## src/hw/rtl/gcm_pkg.sv

```systemverilog
// Types, codes and the S-box table of the GCM engine.
package gcm_pkg;

  localparam logic [1:0] KIND_AAD    = 2'd0;
  localparam logic [1:0] KIND_TEXT   = 2'd1;
  localparam logic [1:0] KIND_FINISH = 2'd2;
  localparam logic [1:0] KIND_RSV    = 2'd3;

  localparam logic [2:0] CFG_KEY0    = 3'd0;
  localparam logic [2:0] CFG_KEY1    = 3'd1;
  localparam logic [2:0] CFG_KEY2    = 3'd2;
  localparam logic [2:0] CFG_KEY3    = 3'd3;
  localparam logic [2:0] CFG_KEY256  = 3'd4;
  localparam logic [2:0] CFG_NONCE_H = 3'd5;
  localparam logic [2:0] CFG_NONCE_L = 3'd6;
  localparam logic [2:0] CFG_DECRYPT = 3'd7;

  typedef struct packed {
    logic [1:0]  kind;
    logic [63:0] block_high;
    logic [63:0] block_low;
    logic [4:0]  byte_count;
  } gcm_in_t;

  typedef struct packed {
    logic        out_kind;
    logic [63:0] out_high;
    logic [63:0] out_low;
    logic        tag_ok;
    logic        order_error;
  } gcm_out_t;

  typedef struct packed {
    logic busy;
    logic done;
  } gcm_unit_stat_t;

  typedef struct packed {
    logic expand;
    logic encrypt;
  } gcm_aes_req_t;

  typedef enum logic [3:0] {
    ST_IDLE, ST_EXP_GO, ST_EXP_WAIT, ST_H_GO, ST_H_WAIT, ST_J0_GO, ST_J0_WAIT,
    ST_DISPATCH, ST_CTR_GO, ST_CTR_WAIT, ST_GH_GO, ST_GH_WAIT, ST_RESULT
  } gcm_state_e;

  typedef enum logic [1:0] {
    AES_IDLE, AES_EXPAND, AES_ADD0, AES_ROUND
  } gcm_aes_state_e;

  typedef enum logic [1:0] {
    PH_IDLE, PH_AAD, PH_TEXT
  } gcm_phase_e;

  localparam logic [7:0] SBOX [256] = '{
    8'h63,8'h7c,8'h77,8'h7b,8'hf2,8'h6b,8'h6f,8'hc5,8'h30,8'h01,8'h67,8'h2b,8'hfe,8'hd7,8'hab,8'h76,
    8'hca,8'h82,8'hc9,8'h7d,8'hfa,8'h59,8'h47,8'hf0,8'had,8'hd4,8'ha2,8'haf,8'h9c,8'ha4,8'h72,8'hc0,
    8'hb7,8'hfd,8'h93,8'h26,8'h36,8'h3f,8'hf7,8'hcc,8'h34,8'ha5,8'he5,8'hf1,8'h71,8'hd8,8'h31,8'h15,
    8'h04,8'hc7,8'h23,8'hc3,8'h18,8'h96,8'h05,8'h9a,8'h07,8'h12,8'h80,8'he2,8'heb,8'h27,8'hb2,8'h75,
    8'h09,8'h83,8'h2c,8'h1a,8'h1b,8'h6e,8'h5a,8'ha0,8'h52,8'h3b,8'hd6,8'hb3,8'h29,8'he3,8'h2f,8'h84,
    8'h53,8'hd1,8'h00,8'hed,8'h20,8'hfc,8'hb1,8'h5b,8'h6a,8'hcb,8'hbe,8'h39,8'h4a,8'h4c,8'h58,8'hcf,
    8'hd0,8'hef,8'haa,8'hfb,8'h43,8'h4d,8'h33,8'h85,8'h45,8'hf9,8'h02,8'h7f,8'h50,8'h3c,8'h9f,8'ha8,
    8'h51,8'ha3,8'h40,8'h8f,8'h92,8'h9d,8'h38,8'hf5,8'hbc,8'hb6,8'hda,8'h21,8'h10,8'hff,8'hf3,8'hd2,
    8'hcd,8'h0c,8'h13,8'hec,8'h5f,8'h97,8'h44,8'h17,8'hc4,8'ha7,8'h7e,8'h3d,8'h64,8'h5d,8'h19,8'h73,
    8'h60,8'h81,8'h4f,8'hdc,8'h22,8'h2a,8'h90,8'h88,8'h46,8'hee,8'hb8,8'h14,8'hde,8'h5e,8'h0b,8'hdb,
    8'he0,8'h32,8'h3a,8'h0a,8'h49,8'h06,8'h24,8'h5c,8'hc2,8'hd3,8'hac,8'h62,8'h91,8'h95,8'he4,8'h79,
    8'he7,8'hc8,8'h37,8'h6d,8'h8d,8'hd5,8'h4e,8'ha9,8'h6c,8'h56,8'hf4,8'hea,8'h65,8'h7a,8'hae,8'h08,
    8'hba,8'h78,8'h25,8'h2e,8'h1c,8'ha6,8'hb4,8'hc6,8'he8,8'hdd,8'h74,8'h1f,8'h4b,8'hbd,8'h8b,8'h8a,
    8'h70,8'h3e,8'hb5,8'h66,8'h48,8'h03,8'hf6,8'h0e,8'h61,8'h35,8'h57,8'hb9,8'h86,8'hc1,8'h1d,8'h9e,
    8'he1,8'hf8,8'h98,8'h11,8'h69,8'hd9,8'h8e,8'h94,8'h9b,8'h1e,8'h87,8'he9,8'hce,8'h55,8'h28,8'hdf,
    8'h8c,8'ha1,8'h89,8'h0d,8'hbf,8'he6,8'h42,8'h68,8'h41,8'h99,8'h2d,8'h0f,8'hb0,8'h54,8'hbb,8'h16
  };

endpackage

```

## src/hw/rtl/gcm_ghash_unit.sv

```systemverilog
// GHASH multiplier in GF(2^128), four bits of the operand per cycle.
module gcm_ghash_unit (
  input  logic                    clk_i,
  input  logic                    rst_ni,
  input  logic                    start_i,
  input  logic [127:0]            x_i,
  input  logic [127:0]            h_i,
  output gcm_pkg::gcm_unit_stat_t stat_o,
  output logic [127:0]            z_o
);
  import gcm_pkg::*;

  logic         busy_q, done_q;
  logic [4:0]   cnt_q;
  logic [127:0] z_q, v_q, x_q;
  logic [127:0] z_d, v_d, x_d;

  // Four dependent shift-and-add steps of the bit-serial product.
  always_comb begin
    logic c;
    z_d = z_q;
    v_d = v_q;
    x_d = x_q;
    for (int k = 0; k < 4; k++) begin
      if (x_d[127]) z_d = z_d ^ v_d;
      c   = v_d[0];
      v_d = v_d >> 1;
      if (c) v_d[127:120] = v_d[127:120] ^ 8'he1;
      x_d = x_d << 1;
    end
  end

  always_ff @(posedge clk_i or negedge rst_ni) begin
    if (!rst_ni) begin
      busy_q <= 1'b0;
      done_q <= 1'b0;
      cnt_q  <= '0;
    end else begin
      done_q <= busy_q && (cnt_q == 5'd31);
      if (start_i && !busy_q) begin
        busy_q <= 1'b1;
        cnt_q  <= '0;
      end else if (busy_q) begin
        cnt_q <= cnt_q + 5'd1;
        if (cnt_q == 5'd31) busy_q <= 1'b0;
      end
    end
  end

  always_ff @(posedge clk_i) begin
    if (start_i && !busy_q) begin
      z_q <= '0;
      v_q <= h_i;
      x_q <= x_i;
    end else if (busy_q) begin
      z_q <= z_d;
      v_q <= v_d;
      x_q <= x_d;
    end
  end

  assign stat_o = '{busy: busy_q, done: done_q};
  assign z_o    = z_q;

endmodule

```

## config.mk

```make
export PLATFORM = sky130hd
export DESIGN_NAME = gcm_ghash_unit
export DESIGN_NICKNAME = d
export VERILOG_FILES = /design/src/hw/rtl/gcm_pkg.sv /design/src/hw/rtl/gcm_ghash_unit.sv
export SDC_FILE = /design/constraint.sdc
export NUM_CORES = 1
export LEC_CHECK = 0
export BUFFER_PORTS_ARGS = -buffer_cell sky130_fd_sc_hd__buf_2
export CAP_MARGIN = 10
export CELL_PAD_IN_SITES_DETAIL_PLACEMENT = 0
export CELL_PAD_IN_SITES_GLOBAL_PLACEMENT = 1
export CORE_AREA = 10 10 232 234
export DETAILED_ROUTE_END_ITERATION = 12
export DIE_AREA = 0 0 242 244
export GPL_TIMING_DRIVEN = 0
export PLACE_DENSITY_LB_ADDON = 0.1
export SYNTH_ARGS = -nofsm -noshare
export SYNTH_HDL_FRONTEND = slang
export SYNTH_SLANG_ARGS = --single-unit
```

## constraint.sdc

```tcl
create_clock -name clk_i -period 7.7 [get_ports clk_i]
set_input_delay 0.77 -clock clk_i [delete_from_list [all_inputs] [get_ports clk_i]]
set_output_delay 0.77 -clock clk_i [all_outputs]
set_load 0.01 [all_outputs]
```

### Yosys cells after proc, flatten, opt, wreduce, memory -nomap -nowiden

Index checks and enable logic that the tools add are counted.
Widths: inputs -> output; s select.

* flip-flop bits (word level): 391
* input port bits: 259
* output and inout port bits: 130
* logic and storage cells: 37

* $add $sub $neg: 1
* equal/unequal tests: 1
* multiplexer cells: 17
* bitwise logic cells: 8
* reductions and logical operators: 4

Operator list (count)
* $mux 128: 8
* $xor 128x128->128: 4
* $mux 8: 4
* $not 3->4: 4
* $mux 5: 2
* $add 5x1->5 const B: 1
* $eq 5x5->1 const B: 1
* $mux 1: 3
* $logic_and 1x1->1: 2
* $reduce_bool 2->1: 1
* $logic_not 1->1: 1

### Longest topological paths before layout

Gate-level depths: netlist (run 1).

* word-level depth: 10
* depth in mapped cells: 8
* mapped depth without buffers: 5

### Worst setup path after synthesis (run 1)

Ideal clock, no wire load.

* path kind: input -> register
* from: input start_i
* to: register v_q[0], enable pin
* setup time: 0.607 ns
* arrival time: 6.334 ns
* required time: 7.093 ns
* slack: 0.759 ns
* stages: 5
* path buffers: 3
* cells stage by stage: buf_2 -> nor2_1 -> buf_4 -> buf_2 -> inv_1

* longest elaborated chain between the ends: 2

Ends and longest elaborated chain
* start, declared: line gcm_ghash_unit.sv:5 `input logic start_i,`
* $logic_and 1x1->1: line gcm_ghash_unit.sv:51 `if (start_i && !busy_q) begin`
* $reduce_bool 2->1 (no source line)
* end signal, assigned: line gcm_ghash_unit.sv:53 `v_q <= h_i;`
* end signal, assigned: line gcm_ghash_unit.sv:57 `v_q <= v_d;`
* end, declared: line gcm_ghash_unit.sv:15 `logic [127:0] z_q, v_q, x_q;`

Every way passes these cells.
A chain may end at the register's enable or synchronous reset.

### Worst setup path after layout (run 1)

* from: register busy_q
* to: register x_q[34], enable pin

* longest elaborated chain between the ends: 3

Ends and longest elaborated chain
* start, declared: line gcm_ghash_unit.sv:13 `logic busy_q, done_q;`
* start signal, assigned: line gcm_ghash_unit.sv:35 `busy_q <= 1'b0;`
* start signal, assigned: line gcm_ghash_unit.sv:41 `busy_q <= 1'b1;`
* start signal, assigned: line gcm_ghash_unit.sv:45 `if (cnt_q == 5'd31) busy_q <= 1'b0;`
* $logic_not 1->1: line gcm_ghash_unit.sv:51
* $logic_and 1x1->1: line gcm_ghash_unit.sv:51
* $reduce_bool 2->1 (no source line) (*)
* end signal, assigned: line gcm_ghash_unit.sv:54 `x_q <= x_i;`
* end, declared: line gcm_ghash_unit.sv:15

Every way passes the cells marked *; elsewhere a longest branch is shown, timed or not.

==> results of run 1 <==
-- metrics by stage --
stage	std cells	hold WS (ns)	total power (W)	util (%)	TNS, ns
floorplan	1970	0.470	0.0109	-	0
global placement	3030	0.486	0.0126	49.8	-595.80
detailed placement	3033	0.497	0.0127	49.9	0
CTS	3117	0.00764	0.0149	52.8	0
global route	3126	0.0254	0.0158	52.8	0
finish	3130	0.0324	0.0147	52.9	0
-- worst register-to-register path: stages, from the launching register on --
cell     delay (ns)
dfrtp_1        0.34
buf_2          0.30
nor2_1         0.22
buf_6          0.20
buf_4          0.20
buf_2          0.24
inv_8          0.38
buf_16         0.36
buf_16         0.57
-- worst paths after layout --
path                            startpoint  slack [ns]       end
worst min register to register    cnt_q[4]        0.51  cnt_q[4]
max in group asynchronous           rst_ni        7.49    done_q
min in group clk_i                  x_i[2]        0.47    x_q[2]
worst max-delay path                busy_q        4.41   x_q[34]
worst min-delay path                rst_ni        0.03    busy_q
worst max register to register      busy_q        4.41   x_q[34]
-- state kept, by name (all words and copies together), names as in the netlist --
signal,flops
busy_q,1
cnt_q,5
done_q,1
v_q,128
x_q,128
z_o,128
-- where the power goes --
group / internal, W / switching [W]
Sequential: 0.00368 / 0.00101
Clock: 0.00117 / 0.000896
Combinational: 0.00429 / 0.00365
-- area by class of cell --
type | count | area (sq um) | area share, %
antenna | 13 | 32.5 | 0.124
tap | 672 | 841 | 3.22
sequential | 391 | 10400 | 39.9
clock inverter | 30 | 213 | 0.814
buffer | 123 | 683 | 2.61
clock buffer | 54 | 1190 | 4.56
multi-input combinational | 1451 | 10700 | 41.0
timing repair buffer | 391 | 2010 | 7.68
inverter | 5 | 26.3 | 0.101
-- synth_stat cells, types with 8 or more instances --
master    count  area (sq um)
nand2_1     517          1940
xnor2_1     271          2370
edfxtp_1    256          7690
mux2_2      248          2790
xor2_1      245          2150
dfxtp_1     128          2560
a22o_1      123          1080
buf_2        58           290
clkbuf_1     31           116
buf_4        13          97.6
buf_6        12           135
buf_1         8          30.0
-- cells by family after synthesis --
family | synth area share [%]
compound gates | 5.46
mux | 12.8
buf+inv | 3.21
simple gates | 9.49
flops | 47.7
fa+ha+maj | 0.115
xor+xnor | 21.2
-- layer usage --
metal | track usage, % | share of wire, %
met2 | 33.3 | 47
met1 | 26.0 | 43
met5 | 0 | 0.40
met4 | 5.62 | 2.2
met3 | 6.57 | 7.3
==> flow_metrics.py, run 1 <==
metrics = {
    "detailed_routing": {
        "vias": 15600,
        "post_drt_wl_per_cell_um": 19.7,
        "drt-total-wl_mm": 61.8,
        "drt_first_iter_violations": 838,
        "via_per_inst": 4.98,
        "drc_errors": 0,
        "first_pass_iters": 5,
        "ant_nets": 0,
    },
    "min_path": {
        "hp-class": "in2async",
    },
    "placement": {
        "dpl-instance-area_sq_mm": 0.0247,
        "io_buffers": 388,
        "place_ws_ns": 4.01,
        "gp_congestion": 0.798,
        "dp_hpwl_mm": 46.2,
    },
    "critical_path": {
        "crit_cells": 8,
        "worstRegToRegCells": 8,
        "critical-path-top-delay-family": "buffers and inverters",
        "required_ns": 7.92,
        "crit_arrival_ns": 3.51,
        "cp.buffers_inverters": 7,
        "critical-path-max-stage-delay_ns": 0.47,
        "worst_setup_path_end_kind": "flip-flop",
        "worst_setup_path_start_kind": "flip-flop",
        "worstPathCellList": "buf_2, nor2_1, buf_6, buf_4, buf_2, inv_8, buf_16, buf_16",
        "crit_slowest_cell": "buf_16",
        "worstPathMaxFanout": 129,
        "path_class": "reg2reg",
    },
    "cells_and_area": {
        "fill_cells": 4566,
        "layout_commonest_cell": "nand2_1",
        "layout_common_cells": "nand2_1 (517), buf_2 (446), xnor2_1 (271)",
        "final_cell_area_sq_mm": 0.0261,
        "layout-drive-gt1-share_pct": 32.5,
        "syn_to_final_growth_pct": 19.7,
        "fin_nets": 2669,
    },
    "cts": {
        "clock_latency_ns": 0.59,
        "cts_setup_buffers": 0,
        "clock_sinks": 391,
        "cts_buffer_depth": 3,
        "cts_buffers": 45,
        "htreeDepth": 2,
        "cts_tree": "built",
        "path_clk_slew_ns": 0.06,
        "ctsResizeCount": 0,
        "cts-hold-fix-buffers": 0,
        "clock-root-buffer": "clkbuf_16",
    },
    "pwr": {
        "ir_drop_mv": 0.213,
        "p_per_area_mw_per_mm2": 563,
        "power_leakage_nw": 10.9,
    },
    "global_route": {
        "grt_pass1_vias": 15900,
        "grt_usage_pct": 20.5,
        "grt_overflow": 0,
        "grt_pass1_wl_mm": 95.6,
        "antenna_found_initial": 37,
        "grt_max_degree": 130,
    },
    "sta": {
        "hold_viol": 0,
        "worst_slew_pin_slew_ns": 0.825,
        "min_period_ns": 3.29,
        "fmax_mhz": 304,
        "rsz0062_at_grt": "false",
        "finalCritPeriodShare_pct": 42.7,
        "finalMaxSlewViolations": 0,
        "clock_skew_ns": 0.0136,
        "relSlewSlack_pct": 45.0,
        "setup_slack_ns": 4.41,
        "setup_viol": 0,
    },
    "yosys": {
        "synth_sequential_area_ratio_pct": 47.7,
        "async_flop_share_pct": 1.79,
        "yosys_most_used_dff": "edfxtp_1",
        "synth_nets": 2231,
        "synth_edf_count": 256,
        "syn-instance-count": 1970,
        "yosysWarnings": 0,
        "avgSynthCellArea_sq_um": 11.1,
        "ys_ff_latch": 391,
        "yosys.cell_types.count": 34,
        "syn-cell-area_sq_mm": 0.0218,
    },
    "floorplanning": {
        "die-height_um": 244,
        "fp.dieW_um": 242,
        "initial_core_util_pct": 44.2,
        "row_count": 82,
        "die_area_sq_mm": 0.0590,
        "core_sq_mm": 0.0495,
        "num_io_pins": 389,
    },
    "flow_run": {
        "drv_cap": 0,
    },
    "outcome": {
        "status": "completed",
    },
}
No activity file was read; power rests on OpenSTA's default activity.
==> run 2, diff against run 1 <==
CORE_AREA = 10 10 245 247   (was 10 10 232 234)
DIE_AREA = 0 0 255 257   (was 0 0 242 244)
clock period = 2.9 ns   (was 7.7 ns; I/O delays follow)
==> flow_metrics.py, run 2 (same netlist as run 1, synthesis figures left out) <==
metrics = {
    "cts": {
        "cts_buffers": 47,
        "htreeDepth": 2,
        "clock_sinks": 391,
        "cts_buffer_depth": 3,
        "cts_tree": "built",
        "clock_latency_ns": 0.59,
        "clock-root-buffer": "clkbuf_16",
        "path_clk_slew_ns": 0.06,
    },
    "critical_path": {
        "r2r-start": "busy_q",
        "required_ns": 3.23,
        "worst_setup_path_end_kind": "flip-flop",
        "worstRegToRegCells": 8,
        "regToRegEndpoint": "x_q[36]",
        "path_class": "reg2reg",
        "worstPathMaxFanout": 40,
        "regToRegSetupSlack_ns": 0.42,
        "worstPathCellList": "buf_6, nor2_4, buf_6, buf_6, clkinvlp_4, buf_12, buf_12, buf_12",
        "worst_setup_path_start_kind": "flip-flop",
        "critical-path-max-stage-delay_ns": 0.38,
        "crit_arrival_ns": 2.81,
        "crit_start": "busy_q",
        "crit_slowest_cell": "dfrtp_1",
    },
    "flow_run": {
        "drv_cap": 0,
    },
    "detailed_routing": {
        "drt-total-wl_mm": 66.6,
        "via_per_inst": 4.82,
        "drt_first_iter_violations": 731,
        "post_drt_wl_per_cell_um": 19.6,
        "ant_nets": 0,
        "first_pass_iters": 5,
        "drc_errors": 0,
        "vias": 16400,
    },
    "min_path": {
        "worstHoldEndpoint": "v_q[126]",
        "hold_path_startpoint": "h_i[126]",
        "hp-class": "in2reg",
        "holdPathStages": 3,
    },
    "global_route": {
        "antenna_found_initial": 10,
        "grt_pass1_vias": 17300,
        "grt_usage_pct": 20.2,
        "grt_max_degree": 42,
        "grt_pass1_wl_mm": 104,
        "grt_overflow": 0,
    },
    "sta": {
        "setup_slack_ns": 0.420,
        "worst_slew_pin_slew_ns": 0.814,
        "finalMaxSlewViolations": 0,
        "finalCritPeriodShare_pct": 85.5,
        "worst_hold_slack_ns": 0.0260,
        "fmax_mhz": 403,
        "min_period_ns": 2.48,
        "fin_tns_setup_ns": 0,
        "setup_viol": 0,
        "rsz0062_at_grt": "false",
        "hold_viol": 0,
        "relSlewSlack_pct": 45.7,
        "clock_skew_ns": 0.0137,
    },
    "placement": {
        "dp_hpwl_mm": 48.0,
        "gp_congestion": 0.784,
        "io_buffers": 388,
        "place_ws_ns": 0.00547,
        "dp_cells": 3069,
    },
    "pwr": {
        "power.share.clock_pct": 15.7,
        "power_w": 0.0402,
        "p_per_area_mw_per_mm2": 1390,
        "power_leakage_nw": 12.0,
        "p_int_w": 0.0252,
        "pwr-share-comb_pct": 53.3,
        "seq_power_share_pct": 31.0,
        "ir_drop_mv": 0.550,
        "power_switching_w": 0.0150,
        "swShare_pct": 37.3,
    },
    "cells_and_area": {
        "syn_to_final_growth_pct": 32.1,
        "layout_common_cells": "nand2_1 (517), buf_2 (444), xnor2_1 (271)",
        "stdcell_count": 3404,
        "fill_cells": 4880,
        "layout_commonest_cell": "nand2_1",
        "layout-drive-gt1-share_pct": 30.2,
        "fin_nets": 2911,
    },
    "floorplanning": {
        "fp.dieW_um": 255,
        "row_count": 86,
        "die-height_um": 257,
        "num_io_pins": 389,
        "core_sq_mm": 0.0549,
        "die_area_sq_mm": 0.0655,
        "initial_core_util_pct": 39.8,
    },
    "outcome": {
        "status": "completed",
    },
}
==> run 2: worst max path at each step <==
stage | end | slack (ns) | depth (start not counted)
after global routing | x_q[36] | 0.26 | 8
after floorplan | v_q[0] | -2.24 | 5
after CTS | x_q[36] | 0.05 | 8
final | x_q[36] | 0.42 | 8
after global placement | x_q[41] | -4.99 | 6
after detailed placement | x_q[41] | 0.005 | 9
==> run 2: worst max-delay path, delay by kind of cell, from the launching register on <==
family	cells	cell delay, ns
buffers and inverters	7	1.60
flip-flops	1	0.38
AND/OR/NAND/NOR	1	0.16
==> run 2: routing by layer <==
metal | vias up | GRT usage [%] | routed length [um]
met2 | 377 | 34.3 | 32600
met3 | 103 | 4.15 | 3540
li1 | 8034 | - | -
met1 | 7904 | 25.1 | 28600
met5 | - | 0 | 0
met4 | 0 | 6.50 | 1850
==> run 2: area by class of cell <==
class	count	area [sq um]	share of cell area, %
Buffer	123	699	2.42
Sequential cell	391	10400	36.1
Clock buffer	63	1310	4.53
Timing Repair Buffer	631	4440	15.4
Antenna cell	11	27.5	0.0954
Clock inverter	25	333	1.15
Tap cell	704	881	3.05
Inverter	5	22.5	0.0780
Multi-Input combinational cell	1451	10700	37.2
==> run 2: what timing repair did <==
item	4_1_cts	5_1_grt
endpoints found under the hold margin	240	0
endpoints found under the setup margin	0	65
hold buffers	234	0
resized for setup	0	0
buffers inserted	0	2
==> run 2: metrics by stage <==
step	util (%)	instance area (sq um)
global placement	45.0	24700
detailed placement	45.3	24800
global route	52.6	28900
CTS	52.5	28800
finish	52.6	28900
floorplan	-	21900
==> run 2: power groups by stage <==
stage / registers, W / logic (W) / clock network, W
floorplan: 0.0121 / 0.0168 / 0
global placement: 0.0126 / 0.0209 / 0
detailed placement: 0.0125 / 0.0213 / 0
CTS: 0.0125 / 0.0217 / 0.00650
global route: 0.0129 / 0.0238 / 0.00672
finish: 0.0125 / 0.0215 / 0.00630
==> run 3, diff against run 2 <==
ABC_AREA = 1   (was unset)
CORE_AREA = 10 10 265 267   (was 10 10 245 247)
DIE_AREA = 0 0 275 277   (was 0 0 255 257)
==> flow_metrics.py, run 3 <==
metrics = {
    "outcome": {
        "status": "completed",
    },
    "detailed_routing": {
        "drc_errors": 0,
        "first_pass_iters": 6,
        "via_per_inst": 4.93,
        "vias": 24100,
        "drt_first_iter_violations": 1678,
        "ant_nets": 0,
        "post_drt_wl_per_cell_um": 18.0,
        "drt-total-wl_mm": 87.9,
    },
    "critical_path": {
        "worstRegToRegCells": 7,
        "worstPathMaxFanout": 57,
        "regToRegSetupSlack_ns": 0.19,
        "regToRegEndpoint": "x_q[24]",
        "critical-path-max-stage-delay_ns": 0.49,
        "worstPathCellList": "buf_2, nor2_2, inv_1, clkbuf_2, buf_16, buf_16, bufbuf_16",
        "crit_slowest_cell": "bufbuf_16",
        "worst_setup_path_end_kind": "flip-flop",
        "required_ns": 3.17,
        "worst_setup_path_start_kind": "flip-flop",
        "endpoint": "x_q[24]",
        "crit_arrival_ns": 2.98,
        "worst_path_most_repeated_cell": "buf_16",
        "r2r-start": "busy_q",
        "path_class": "reg2reg",
        "crit_start": "busy_q",
    },
    "yosys": {
        "syn-cell-area_sq_mm": 0.0245,
        "syn-instance-count": 3317,
        "synth-compound-area-share_pct": 7.74,
        "synth.top_cells.by_area": "edfxtp_1 (31%), nand2_1 (20%), dfxtp_1 (10%), xor2_1 (8.6%), inv_1 (6.1%)",
        "synth_sequential_area_ratio_pct": 42.6,
        "synth_nets": 3578,
        "synthSimpleGateAreaFrac_pct": 26.9,
        "async_flop_share_pct": 1.79,
        "ys_ff_latch": 391,
        "yosys_most_used_dff": "edfxtp_1",
        "synth_common_cells": "nand2_1 (1324), inv_1 (397), o21ai_0 (296)",
        "yosysWarnings": 0,
        "synth_top_family_by_area": "simple AND/OR/NAND/NOR gates",
        "yosysTopAreaCell": "edfxtp_1",
        "synth-adder-area-share_pct": 0.102,
        "synth_edf_count": 256,
        "synth.mux.area_fraction_pct": 0,
        "synth_xor_area_share_pct": 13.3,
        "yosys.cell_types.count": 30,
        "avgSynthCellArea_sq_um": 7.38,
        "synth_top_area_share_pct": 31.4,
        "synth_most_common_cell": "nand2_1",
    },
    "cts": {
        "clock_latency_ns": 0.59,
        "clock-root-buffer": "clkbuf_16",
        "cts_buffers": 48,
        "cts_buffer_depth": 3,
        "clock_sinks": 391,
        "cts_setup_buffers": 0,
        "cts_tree": "built",
        "htreeDepth": 2,
        "path_clk_slew_ns": 0.06,
    },
    "sta": {
        "worst_slew_pin_slew_ns": 1.20,
        "clock_skew_ns": 0.0160,
        "rsz0062_at_grt": "false",
        "relSlewSlack_pct": 19.8,
        "setup_slack_ns": 0.187,
        "hold_viol": 0,
        "fin_tns_setup_ns": 0,
        "finalMaxSlewViolations": 0,
        "min_period_ns": 2.71,
        "worst_hold_slack_ns": 0.0252,
        "fmax_mhz": 369,
        "finalCritPeriodShare_pct": 93.6,
        "setup_viol": 0,
    },
    "floorplanning": {
        "initial_core_util_pct": 37.6,
        "die_area_sq_mm": 0.0762,
        "row_count": 94,
        "fp.dieW_um": 275,
        "die-height_um": 277,
        "core_sq_mm": 0.0652,
        "num_io_pins": 389,
    },
    "placement": {
        "io_buffers": 388,
        "dp_hpwl_mm": 61.7,
        "place_ws_ns": -0.661,
        "gp_congestion": 0.834,
        "dpl-instance-area_sq_mm": 0.0276,
    },
    "cells_and_area": {
        "final_cell_area_sq_mm": 0.0316,
        "layout_common_cells": "nand2_1 (1324), buf_2 (450), inv_1 (397)",
        "layout-drive-gt1-share_pct": 13.8,
        "syn_to_final_growth_pct": 29.1,
        "layout_commonest_cell": "nand2_1",
        "fin_nets": 4250,
    },
    "global_route": {
        "grt_overflow": 0,
        "grt_pass1_vias": 24800,
        "grt_pass1_wl_mm": 136,
        "grt_max_degree": 59,
        "antenna_found_initial": 13,
        "grt_usage_pct": 22.5,
    },
    "pwr": {
        "ir_drop_mv": 0.554,
        "power_w": 0.0397,
        "power_leakage_nw": 15.3,
        "p_per_area_mw_per_mm2": 1260,
    },
    "min_path": {
        "hp-class": "in2reg",
        "holdPathStages": 3,
    },
    "flow_run": {
        "drv_cap": 0,
    },
}
run 3: changes by cell type in the layout (fill, tap and decap cells not counted), moves of 7 or more:
cell and change:
o21ai_1 +73, nand4_1 +118, xnor2_1 -140, diode_2 -7, o21ai_0 +289, a22o_1 -121, nand2_1 +807, mux2_2 -248
clkbuf_1 +36, buf_4 -7, nand3_1 +144, buf_12 -7, inv_1 +393, nor2_1 +18
run 3: how the worst min path moves through the flow:
stage | slack (ns) | from | end
after floorplan | -0.006 | rst_ni | busy_q
after global placement | 0.13 | rst_ni | done_q
after detailed placement | 0.13 | rst_ni | done_q
after CTS | 0.0004 | h_i[110] | v_q[110]
after global routing | 0.02 | h_i[7] | v_q[7]
final | 0.03 | h_i[110] | v_q[110]
run 3: logic make-up (layout without fill, tap and decap cells):
kind of cell / after synthesis / after routing
adders and majority gates: 2 / 2
xor gates and xnor gates: 371 / 371
other: 0 / 4
DFF: 391 / 391
buffers and inverters: 558 / 1268
and+or+nand+nor: 1619 / 1619
AOI/OAI and AO/OA: 376 / 376
run 3: per-stage QoR:
step / util (%) / cells
final: 48.5 / 4895
after global routing: 48.5 / 4895
after CTS: 48.5 / 4891
after detailed placement: 42.3 / 4571
after global placement: 42.2 / 4569
after floorplan: - / 3317
run 3: final cells by class:
class	instances	area, sq um
fill	6458	33600
multi-input combinational	2368	11800
sequential	391	10400
timing repair buffer	622	4390
inverter	398	1490
clock buffer	66	1330
tap	864	1080
buffer	160	821
clock inverter	22	290
antenna	4	10.0
run 3: power by group:
part | internal, W | switching (W)
clock network | 0.00375 | 0.00257
logic | 0.00813 | 0.0132
registers | 0.00956 | 0.00244
run 3: worst max-delay path, delay by kind of cell, from the launching register on:
family	cells	cell delay, ns
buf+inv	6	1.81
simple gates	1	0.18
flops	1	0.34
run 3: what timing repair did:
action | in CTS | in global routing
endpoints found under the setup margin | 201 | 0
resized for setup | 3 | 0
hold endpoints to repair | 235 | 0
hold buffers | 229 | 0
run 3: metal layers:
| layer | wire, um | track usage, % | share of wire [%] |
|---|---|---|---|
| met1 | 37700 | 28.3 | 43 |
| met4 | 2890 | 7.96 | 3.3 |
| met5 | 81 | 0 | 0.092 |
| met3 | 5340 | 4.08 | 6.1 |
| met2 | 41900 | 37.8 | 48 |
